## config.mk

```make
export PLATFORM = sky130hd
export DESIGN_NAME = grwd_ctrl
export DESIGN_NICKNAME = d
export VERILOG_FILES = /design/src/hdl/grid_raycast_wall_distance_core_macros.svh /design/src/hdl/grwd_pkg.sv /design/src/hdl/grwd_ctrl.sv
export SDC_FILE = /design/constraint.sdc
export NUM_CORES = 1
export LEC_CHECK = 0
export ABC_CLOCK_PERIOD_IN_PS = 1900
export BUFFER_PORTS_ARGS = -buffer_cell sky130_fd_sc_hd__buf_4
export CORE_MARGIN = 2
export CORE_UTILIZATION = 35
export CTS_CLUSTER_DIAMETER = 80
export DETAILED_ROUTE_END_ITERATION = 12
export GPL_ROUTABILITY_DRIVEN = 0
export PLACE_DENSITY_LB_ADDON = 0.1
export SETUP_SLACK_MARGIN = 0.05
export SKIP_LAST_GASP = 1
export SYNTH_ARGS = -nofsm -noshare
export SYNTH_HDL_FRONTEND = slang
export SYNTH_SLANG_ARGS = --single-unit
```

## constraint.sdc

```tcl
create_clock -name clk -period 1.9 [get_ports clk]
set_input_delay 0.095 -clock clk [delete_from_list [all_inputs] [get_ports clk]]
set_output_delay 0.095 -clock clk [all_outputs]
set_load 0.02 [all_outputs]
```

## src/hdl/grid_raycast_wall_distance_core_macros.svh

```systemverilog
// ---------------------------------------------------------------------------
// Assertion macros for the grid ray caster.
// Shared property forms used by the top level of the core.
// ---------------------------------------------------------------------------
`ifndef GRID_RAYCAST_WALL_DISTANCE_CORE_MACROS_SVH
`define GRID_RAYCAST_WALL_DISTANCE_CORE_MACROS_SVH

// Consequent must hold in the same cycle as the antecedent.
`define GRWD_ASSERT_SAME(lbl, ante, cons, msg) \
    lbl: assert property (@(posedge clk) disable iff (!rst_n) (ante) |-> (cons)) \
        else $error(msg);

// Consequent must hold in the cycle after the antecedent.
`define GRWD_ASSERT_NEXT(lbl, ante, cons, msg) \
    lbl: assert property (@(posedge clk) disable iff (!rst_n) (ante) |=> (cons)) \
        else $error(msg);

`endif

```

## src/hdl/grwd_pkg.sv

```systemverilog
`timescale 1ns / 1ps
// ---------------------------------------------------------------------------
// grwd_pkg
// Types, constants and codes shared by the ray caster controller, datapath
// and top level.
// ---------------------------------------------------------------------------
package grwd_pkg;

    localparam int MAP_COLS_DEF = 64;
    localparam int MAP_ROWS_DEF = 64;
    localparam int TILE_UNITS   = 64;
    localparam int FRAC_BITS    = 8;
    localparam int TILE_SHIFT   = FRAC_BITS + $clog2(TILE_UNITS);
    localparam int TRIG_SHIFT   = 14;
    localparam int QUARTER_TURN = 1 << TRIG_SHIFT;
    localparam int POS_W        = 20;
    localparam int POS_TILES    = 1 << (POS_W - TILE_SHIFT);
    localparam int SIN_W        = 15;
    localparam int DIV_W        = SIN_W + TILE_SHIFT;
    localparam int DIST_W       = 21;
    localparam int DIST_MAX     = (1 << DIST_W) - 1;
    localparam int CFG_W        = 7;
    localparam int CFG_IW       = 1;

    localparam logic [CFG_IW-1:0] CFG_MAP_WIDTH  = 1'b0;
    localparam logic [CFG_IW-1:0] CFG_MAP_HEIGHT = 1'b1;

    localparam logic OP_WRITE = 1'b0;
    localparam logic OP_CAST  = 1'b1;

    localparam logic [1:0] CELL_EMPTY = 2'd0;
    localparam logic [1:0] CELL_WALL  = 2'd1;
    localparam logic [1:0] CELL_DOOR  = 2'd2;
    localparam logic [1:0] CELL_OPEN  = 2'd3;

    localparam logic [1:0] HIT_WALL = 2'd0;
    localparam logic [1:0] HIT_DOOR = 2'd1;
    localparam logic [1:0] HIT_EDGE = 2'd2;

    localparam logic [1:0] TRIG_SIN  = 2'd0;
    localparam logic [1:0] TRIG_COS  = 2'd1;
    localparam logic [1:0] TRIG_VIEW = 2'd2;

    typedef enum logic [4:0] {
        ST_CLEAR, ST_IDLE, ST_T_SETUP, ST_T_SQ, ST_T_R1, ST_T_R2, ST_T_S,
        ST_W_SETUP, ST_DIV_N, ST_SAVE_N, ST_DIV_S, ST_SAVE_S, ST_W_ADDR,
        ST_W_PROBE, ST_D_SQA, ST_D_SQB, ST_SQRT, ST_D_COR, ST_FIN
    } state_t;

    typedef enum logic [4:0] {
        DP_NOP, DP_CLR, DP_ACCEPT, DP_T_SETUP, DP_T_SQ, DP_T_R1, DP_T_R2,
        DP_T_S, DP_W_SETUP, DP_DIV, DP_SAVE_N, DP_SAVE_S, DP_W_ADDR,
        DP_W_PROBE, DP_D_SQA, DP_D_SQB, DP_SQRT, DP_D_COR, DP_FIN
    } dp_op_t;

    typedef struct packed {
        dp_op_t     op;
        logic [1:0] sel;
        logic       axis;
    } dp_cmd_t;

    typedef struct packed {
        logic clr_last;
        logic s_zero;
        logic c_zero;
        logic div_last;
        logic walk_stop;
        logic sqrt_last;
    } dp_stat_t;

endpackage

```

## src/hdl/grwd_ctrl.sv

```systemverilog
`timescale 1ns / 1ps
// ---------------------------------------------------------------------------
// grwd_ctrl
// Sequencer of the ray caster: steps the datapath through the clear pass,
// the trig evaluations, one or both walks with a square root each and the final pick.
// ---------------------------------------------------------------------------
module grwd_ctrl (
    input  logic               clk,
    input  logic               rst_n,
    input  logic               start,
    input  logic               op,
    input  grwd_pkg::dp_stat_t stat,
    output grwd_pkg::dp_cmd_t  cmd,
    output logic               busy
);
    import grwd_pkg::*;

    state_t     state_reg, state_next;
    logic [1:0] sel_reg, sel_next;
    logic       axis_reg, axis_next;

    always_ff @(posedge clk or negedge rst_n)
    begin
        if (!rst_n)
        begin
            state_reg <= ST_CLEAR;
            sel_reg   <= TRIG_SIN;
            axis_reg  <= 1'b0;
        end
        else
        begin
            state_reg <= state_next;
            sel_reg   <= sel_next;
            axis_reg  <= axis_next;
        end
    end

    always_comb
    begin
        state_next = state_reg;
        sel_next   = sel_reg;
        axis_next  = axis_reg;
        cmd.op     = DP_NOP;
        cmd.sel    = sel_reg;
        cmd.axis   = axis_reg;
        case (state_reg)
            ST_CLEAR:
            begin
                cmd.op = DP_CLR;
                if (stat.clr_last)
                    state_next = ST_IDLE;
            end
            ST_IDLE:
            begin
                if (start)
                begin
                    cmd.op = DP_ACCEPT;
                    if (op == OP_CAST)
                    begin
                        sel_next   = TRIG_SIN;
                        state_next = ST_T_SETUP;
                    end
                end
            end
            ST_T_SETUP: begin cmd.op = DP_T_SETUP; state_next = ST_T_SQ; end
            ST_T_SQ:    begin cmd.op = DP_T_SQ;    state_next = ST_T_R1; end
            ST_T_R1:    begin cmd.op = DP_T_R1;    state_next = ST_T_R2; end
            ST_T_R2:    begin cmd.op = DP_T_R2;    state_next = ST_T_S;  end
            ST_T_S:
            begin
                cmd.op = DP_T_S;
                if (sel_reg == TRIG_VIEW)
                begin
                    // Sine is already stored; a flat ray skips the y walk.
                    axis_next  = stat.s_zero;
                    state_next = ST_W_SETUP;
                end
                else
                begin
                    sel_next   = sel_reg + 2'd1;
                    state_next = ST_T_SETUP;
                end
            end
            ST_W_SETUP: begin cmd.op = DP_W_SETUP; state_next = ST_DIV_N; end
            ST_DIV_N:
            begin
                cmd.op = DP_DIV;
                if (stat.div_last)
                    state_next = ST_SAVE_N;
            end
            ST_SAVE_N:  begin cmd.op = DP_SAVE_N; state_next = ST_DIV_S; end
            ST_DIV_S:
            begin
                cmd.op = DP_DIV;
                if (stat.div_last)
                    state_next = ST_SAVE_S;
            end
            ST_SAVE_S:  begin cmd.op = DP_SAVE_S; state_next = ST_W_ADDR; end
            ST_W_ADDR:  begin cmd.op = DP_W_ADDR; state_next = ST_W_PROBE; end
            ST_W_PROBE:
            begin
                cmd.op = DP_W_PROBE;
                state_next = stat.walk_stop ? ST_D_SQA : ST_W_ADDR;
            end
            ST_D_SQA:   begin cmd.op = DP_D_SQA; state_next = ST_D_SQB; end
            ST_D_SQB:   begin cmd.op = DP_D_SQB; state_next = ST_SQRT;  end
            ST_SQRT:
            begin
                cmd.op = DP_SQRT;
                if (stat.sqrt_last)
                    state_next = ST_D_COR;
            end
            ST_D_COR:
            begin
                cmd.op = DP_D_COR;
                if (!axis_reg && !stat.c_zero)
                begin
                    axis_next  = 1'b1;
                    state_next = ST_W_SETUP;
                end
                else
                begin
                    state_next = ST_FIN;
                end
            end
            ST_FIN:     begin cmd.op = DP_FIN; state_next = ST_IDLE; end
            default:    state_next = ST_IDLE;
        endcase
    end

    assign busy = (state_reg != ST_IDLE);

endmodule

```

==> key figures, run 1 <==
Worst setup path
  • Worst path bufs/invs: 2
  • Worst setup EP type: primary output
  • Crit path top cell by count: buf_4
  • Maximum fanout along the worst path: 12
  • Cell depth of the worst setup path: 5
  • CP max-delay cell: dfrtp_1
  • Crit start category: register
  • Slowest Stage Delay on Critical Path: 0.51 ns
  • Reg2Reg Depth: 4
  • CP Cell Sequence: buf_4 -> mux2_2 -> a22oi_1 -> o32ai_1 -> buf_4
  • Cell family with most CP delay: flip-flops
  • Worst path arrival time: 1.69 ns
  • Crit Path Category: reg -> out
  • Crit path required time: ~1.8 ns

STA
  • Post-Route Skew: 0.00666 ns
  • WHS: 0.0345 ns
  • Setup TNS: 0 ns
  • Setup-failing EPs final: 0
  • Period minus WS final: 1.78 ns
  • Worst Tran Pin Value: 0.436 ns
  • Fin crit share: a little over nine tenths
  • Rel. slew slack: 71.0%
  • Final hold violations: 0
  • Fin worst setup slack: around 0.12 ns
  • Final slew viol count: 0
  • RSZ-0062 raised after global routing: true
  • Peak Freq: 561 MHz

Pwr
  • Psw: 0.000773 W
  • Combinational power share: 66.8%
  • Clock share of power: 8.5%
  • VDD IR-drop max: 794 uV
  • Power Dens Cells: 1720 nW/um^2
  • Switching Share: roughly half
  • Internal Pwr Total: approximately 0.00082 W
  • Flop pwr share: about 25%
  • Total power: 0.00159 W
  • Pleak: 0.396 nW

Place
  • Place WS: 0.286 ns
  • I/O Buffers: 18
  • Hpwl dp: 1260 um

Synth
  • Yosys reg bits: 8
  • Synth warnings: 0
  • Synth area leader: dfrtp_1
  • Gate Count Post-Synth: 85
  • Register area share after synthesis: 27.8%
  • Syn nets: 96
  • Top cell type's share of synthesized area: 27.8%
  • Synth Cell Area: 721 um^2
  • Yosys cell types: 41
  • Syn_area_per_cell: 8.48 um^2
  • Top post-synthesis cells by area: dfrtp_1 (28%), xnor2_1 (3.6%), a21oi_1 (3.5%), nand2b_1 (3.5%), nor4_2 (3.5%)

Floorplan
  • Die Height: 49.4 um
  • Die width: 49.4 um
  • # rows: 16
  • Core area: 1940 um^2
  • I/O pin count: 19
  • Die area: roughly 2400 um^2
  • Initial Util: 37.1%

Layout
  • FILL cells: ~210
  • ANT cells: 0
  • Layout Nets: 118
  • Layout cells sized above 1: 37.1%
  • Leading cell type in the layout, fill and taps excluded: buf_4
  • Area Overhead vs Synth: 28.3%
  • Most frequent cells in the layout: buf_4 (24), dfrtp_1 (7), nor2_1 (6), nand2_1 (5), a21oi_1 (5)
  • Largest register FFs: 5
  • Final Core Density: 47.6%

Global route
  • Initial antenna violation count: 0
  • Largest net degree at the start of global routing: 15
  • GR Util All Layers: 15.1%
  • First-pass GRT wire length: 2850 um
  • Vias in the first global route: 632
  • Overflow after GRT: 0

Routing
  • Post-DR vias/cell: about 5.3
  • DRT iter0 DRCs: 3
  • Final wirelength: 1730 um
  • WL/cell: 13.1 um
  • Drt drc: 0
  • Vias: 700
  • Drt pass-1 iters: 4
  • Post-DRT Antenna Nets: 0

Clock tree
  • Inserted Clock Buffers: 3
  • Sink Count: 8
  • Later-pin clock latency in the skew report: around 0.26 ns
  • Clk pin slew, worst setup/hold paths: 0.06 ns
  • Root Buffer: clkbuf_4
  • TritonCTS clock tree: yes
  • Longest Clk Path Bufs: 2
  • H-tree Lvls: 1

Min path
  • Worst hold path depth: 2
  • Hold Path Class: in -> reg

Job
  • Max-cap viol count: 0

Status
  • Status: complete, no violations
timing repair:
item | 4_1_cts | 5_1_grt
hold endpoints to repair | 8 | 0
setup endpoints to repair | 0 | 2
setup buffers | 0 | 2
hold buffers | 1 | 0
gates resized for setup | 0 | 2
routing by layer:
| metal | vias to the layer above | GRT usage [%] | wire length, um |
|---|---|---|---|
| met5 | - | 0 | 0 |
| met4 | 0 | 3.70 | 0 |
| met3 | 0 | 6.44 | 109 |
| met1 | 323 | 20.6 | 826 |
| met2 | 21 | 22.1 | 791 |
| li1 | 356 | - | - |
cell type report:
| class | instances | area, um^2 | share of cell area (%) |
|---|---|---|---|
| Clock buffer | 3 | 22.5 | 2.44 |
| Inverter | 4 | 15.0 | 1.62 |
| Multi-Input combinational cell | 65 | 462 | 49.9 |
| Sequential cell | 8 | 201 | 21.8 |
| Tap cell | 27 | 33.8 | 3.65 |
| Timing Repair Buffer | 25 | 190 | 20.6 |
cell usage after synthesis:
cell       count
ha_1           1
dfrtp_1        8
a22oi_2        1
nor4_2         2
a22o_1         1
mux2i_1        2
mux2_2         2
a31oi_1        3
o21ai_0        1
buf_2          4
nor2_1         6
o22a_1         1
xnor2_1        3
nor2_4         1
buf_6          1
nand2_1        5
nand3_1        1
o21ai_1        3
or3b_4         1
a21oi_1        5
o211a_1        1
or2_1          1
a2bb2oi_1      1
inv_1          3
a22oi_1        1
a211o_1        2
clkbuf_1       2
nor3_1         2
nor2b_1        1
o31ai_1        3
o32ai_1        1
o21a_1         1
inv_2          1
nand2b_1       4
buf_4          1
a21oi_2        1
or3_1          2
or3b_1         1
o21bai_1       1
nor3_2         1
o22ai_1        2
worst register-to-register path: cells and delay by family (launching register included):
family / cells / cell delay, ns
DFF: 1 / 0.53
AOI/OAI and AO/OA: 2 / 0.36
and+or+nand+nor: 2 / 0.59
final timing paths:
| path | startpoint | slack, ns | end |
|---|---|---|---|
| max | state_reg[2]$_DFFE_PN0P_ | 0.12 | cmd[4] |
| min | op | 0.03 | sel_reg[0]$_DFFE_PN0P_ |
| max reg2reg | state_reg[1]$_DFFE_PN0P_ | 0.31 | sel_reg[1]$_DFFE_PN0P_ |
| min reg2reg | axis_reg$_DFFE_PN0P_ | 0.54 | axis_reg$_DFFE_PN0P_ |
| max in group asynchronous | rst_n | 1.55 | state_reg[3]$_DFFE_PN0P_ |
| min in group asynchronous | rst_n | 0.20 | state_reg[1]$_DFFE_PN0P_ |
metrics by stage:
step / area, um^2 / std cells
2_1_floorplan: 721 / 85
3_5_place_dp: 873 / 126
4_1_cts: 906 / 130
6_report: 925 / 132
3_3_place_gp: 873 / 126
5_1_grt: 925 / 132
power groups by stage:
| stage | sequential, W | combinational (W) | clock (W) |
|---|---|---|---|
| after floorplan | 0.000320 | 0.000797 | 0 |
| after global placement | 0.000409 | 0.00102 | 0 |
| after detailed placement | 0.000406 | 0.00101 | 0 |
| after CTS | 0.000405 | 0.00102 | 0.000142 |
| after global routing | 0.000413 | 0.00117 | 0.000155 |
| final | 0.000394 | 0.00106 | 0.000136 |
cell families (layout without fill, tap and decap cells):
| family | count (synthesis) | count (layout) | share of synthesized area, % |
|---|---|---|---|
| buf+inv | 12 | 32 | 8.51 |
| compound gates | 29 | 29 | 28.5 |
| flops | 8 | 8 | 27.8 |
| simple gates | 28 | 28 | 24.0 |
| mux | 4 | 4 | 5.90 |
| fa+ha+maj | 1 | 1 | 1.74 |
| xor+xnor | 3 | 3 | 3.65 |
No activity file was read; power rests on OpenSTA's default activity.
==> inputs of run 2 (changes only) <==
Settings changed: CORE_MARGIN 2 to 5, CORE_UTILIZATION 35 to 50.
==> key figures, run 2 (same netlist as run 1, synthesis figures left out) <==
Pwr
  • Internal Pwr Total: 0.000795 W (was 0.000822 W)
  • Psw: 0.000770 W (was 0.000773 W)
  • Combinational power share: 64.9% (was 66.8%)
  • VDD IR-drop max: 1290 uV (was 794 uV)
  • Switching Share: 49.2% (was 48.4%)
  • Power Dens Cells: 1750 nW/um^2 (was 1720 nW/um^2)
  • Pleak: 0.385 nW (was 0.396 nW)
  • Flop pwr share: 26.1% (was 24.7%)
  • Clock share of power: 9.1% (was 8.5%)

Min path
  • Hold Path Class: in -> reg (unchanged)
  • Worst hold path depth: 2 (unchanged)

Place
  • I/O Buffers: 18 (unchanged)
  • Hpwl dp: 1300 um (was 1260 um)
  • Place WS: 0.320 ns (was 0.286 ns)

Clock tree
  • TritonCTS clock tree: yes (unchanged)
  • Sink Count: 8 (unchanged)
  • Inserted Clock Buffers: 3 (unchanged)
  • H-tree Lvls: 1 (unchanged)
  • Longest Clk Path Bufs: 2 (unchanged)
  • Root Buffer: clkbuf_4 (unchanged)
  • Clk pin slew, worst setup/hold paths: 0.07 ns (was 0.06 ns)
  • Post-CTS setup buffer count: 0 (unchanged)
  • Later-pin clock latency in the skew report: 0.26 ns (about the same)

Routing
  • Vias: 702 (was 700)
  • Drt pass-1 iters: 4 (unchanged)
  • Post-DR vias/cell: 5.95 (was 5.30)
  • WL/cell: 15.4 um (was 13.1 um)
  • DRT iter0 DRCs: 12 (was 3)
  • Final wirelength: 1820 um (was 1730 um)
  • Drt drc: 0 (unchanged)
  • Post-DRT Antenna Nets: 0 (unchanged)

Worst setup path
  • Slowest Stage Delay on Critical Path: 0.56 ns (was 0.51 ns)
  • Worst path bufs/invs: 1 (was 2)
  • Worst path arrival time: 1.62 ns (was 1.69 ns)
  • Crit start category: register (unchanged)
  • Crit Path Category: reg -> out (unchanged)
  • CP Cell Sequence: or3b_4 -> o22ai_1 -> buf_4 (was buf_4 -> mux2_2 -> a22oi_1 -> o32ai_1 -> buf_4)
  • Cell depth of the worst setup path: 3 (was 5)
  • Crit path required time: 1.80 ns (about the same)
  • Maximum fanout along the worst path: 11 (was 12)
  • Cell family with most CP delay: flip-flops (unchanged)
  • Worst setup EP type: primary output (unchanged)
  • Reg2Reg Depth: 4 (unchanged)
  • CP max-delay cell: dfrtp_1 (unchanged)

Layout
  • Final Core Density: 67.0% (was 47.6%)
  • Leading cell type in the layout, fill and taps excluded: buf_4 (unchanged)
  • Largest register FFs: 5 (unchanged)
  • Most frequent cells in the layout: buf_4 (22), nor2_1 (6), dfrtp_1 (6), nand2_1 (5), a21oi_1 (5) (was buf_4 (24), dfrtp_1 (7), nor2_1 (6), nand2_1 (5), a21oi_1 (5))
  • Layout Nets: 116 (was 118)
  • Area Overhead vs Synth: 24.0% (was 28.3%)
  • FILL cells: 119 (was 212)
  • ANT cells: 0 (unchanged)
  • Layout cells sized above 1: 35.9% (was 37.1%)

STA
  • Final slew viol count: 0 (unchanged)
  • Setup-failing EPs final: 0 (unchanged)
  • WHS: 0.0282 ns (was 0.0345 ns)
  • Post-Route Skew: 0.00900 ns (was 0.00666 ns)
  • Fin worst setup slack: 0.182 ns (was 0.117 ns)
  • Peak Freq: 582 MHz (was 561 MHz)
  • Fin crit share: 90.4% (was 93.8%)
  • Setup TNS: 0 ns (unchanged)
  • Period minus WS final: 1.72 ns (was 1.78 ns)
  • Worst Tran Pin Value: 0.360 ns (was 0.436 ns)
  • Rel. slew slack: 76.0% (was 71.0%)
  • RSZ-0062 raised after global routing: false (was true)
  • Final hold violations: 0 (unchanged)

Global route
  • First-pass GRT wire length: 2850 um (unchanged)
  • GR Util All Layers: 17.9% (was 15.1%)
  • Initial antenna violation count: 0 (unchanged)
  • Vias in the first global route: 673 (was 632)
  • Overflow after GRT: 0 (unchanged)
  • Largest net degree at the start of global routing: 17 (was 15)

Floorplan
  • Initial Util: 54.0% (was 37.1%)
  • Die area: 2300 um^2 (was 2440 um^2)
  • Die Height: 48.0 um (was 49.4 um)
  • Core area: 1330 um^2 (was 1940 um^2)
  • # rows: 13 (was 16)
  • Die width: 48.0 um (was 49.4 um)
  • I/O pin count: 19 (unchanged)

Status
  • Status: complete, no violations (unchanged)

Job
  • Max-cap viol count: 0 (unchanged)
## run 2: changes by cell type in the layout (fill, tap and decap cells not counted), sizes merged
cell  delta
buf      -2
## run 2: path summary, 6_finish.rpt
check / start / end / slack (ns)
setup / recovery: state_reg[4]$_DFFE_PN0P_ / cmd[3] / 0.18
hold / removal: op / sel_reg[0]$_DFFE_PN0P_ / 0.03
setup reg to reg: state_reg[4]$_DFFE_PN0P_ / state_reg[1]$_DFFE_PN0P_ / 0.36
hold reg to reg: axis_reg$_DFFE_PN0P_ / axis_reg$_DFFE_PN0P_ / 0.55
max in group asynchronous: rst_n / state_reg[3]$_DFFE_PN0P_ / 1.56
min in group asynchronous: rst_n / state_reg[1]$_DFFE_PN0P_ / 0.18
## run 2: routing by layer
layer | part of all wire [%] | GRT usage, %
met4 | 0.93 | 6.99
met1 | 45 | 21.3
met5 | 0 | 0
met3 | 5.7 | 5.64
met2 | 48 | 29.8
## run 2: repair_timing
item,4_1_cts,5_1_grt
hold buffers,1,0
endpoints found under the setup margin,0,2
gates resized for setup,0,2
endpoints found under the hold margin,8,0
## run 2: layout make-up
type	count	area, um^2	area share (%)
flip-flops and latches	8	203	22.7
clock buffers	3	22.5	2.52
well taps	15	18.8	2.10
repair buffers	23	175	19.6
multi-input cells	65	459	51.4
inverters	4	15.0	1.68
## run 2: stage by stage
stage / instance area (um^2) / instances / total power, W
finish: 893 / 118 / 0.00157
global route: 893 / 118 / 0.00169
CTS: 891 / 118 / 0.00156
detailed placement: 858 / 114 / 0.00141
global placement: 858 / 114 / 0.00140
floorplan: 721 / 85 / 0.00112
## run 2: power by group through the flow
stage          clock [W]  sequential [W]  combinational, W
3_5_place_dp           0        0.000402           0.00101
5_1_grt         0.000153        0.000423           0.00111
4_1_cts         0.000145        0.000398           0.00102
6_report        0.000142        0.000408           0.00102
3_3_place_gp           0        0.000401           0.00100
2_1_floorplan          0        0.000320          0.000797
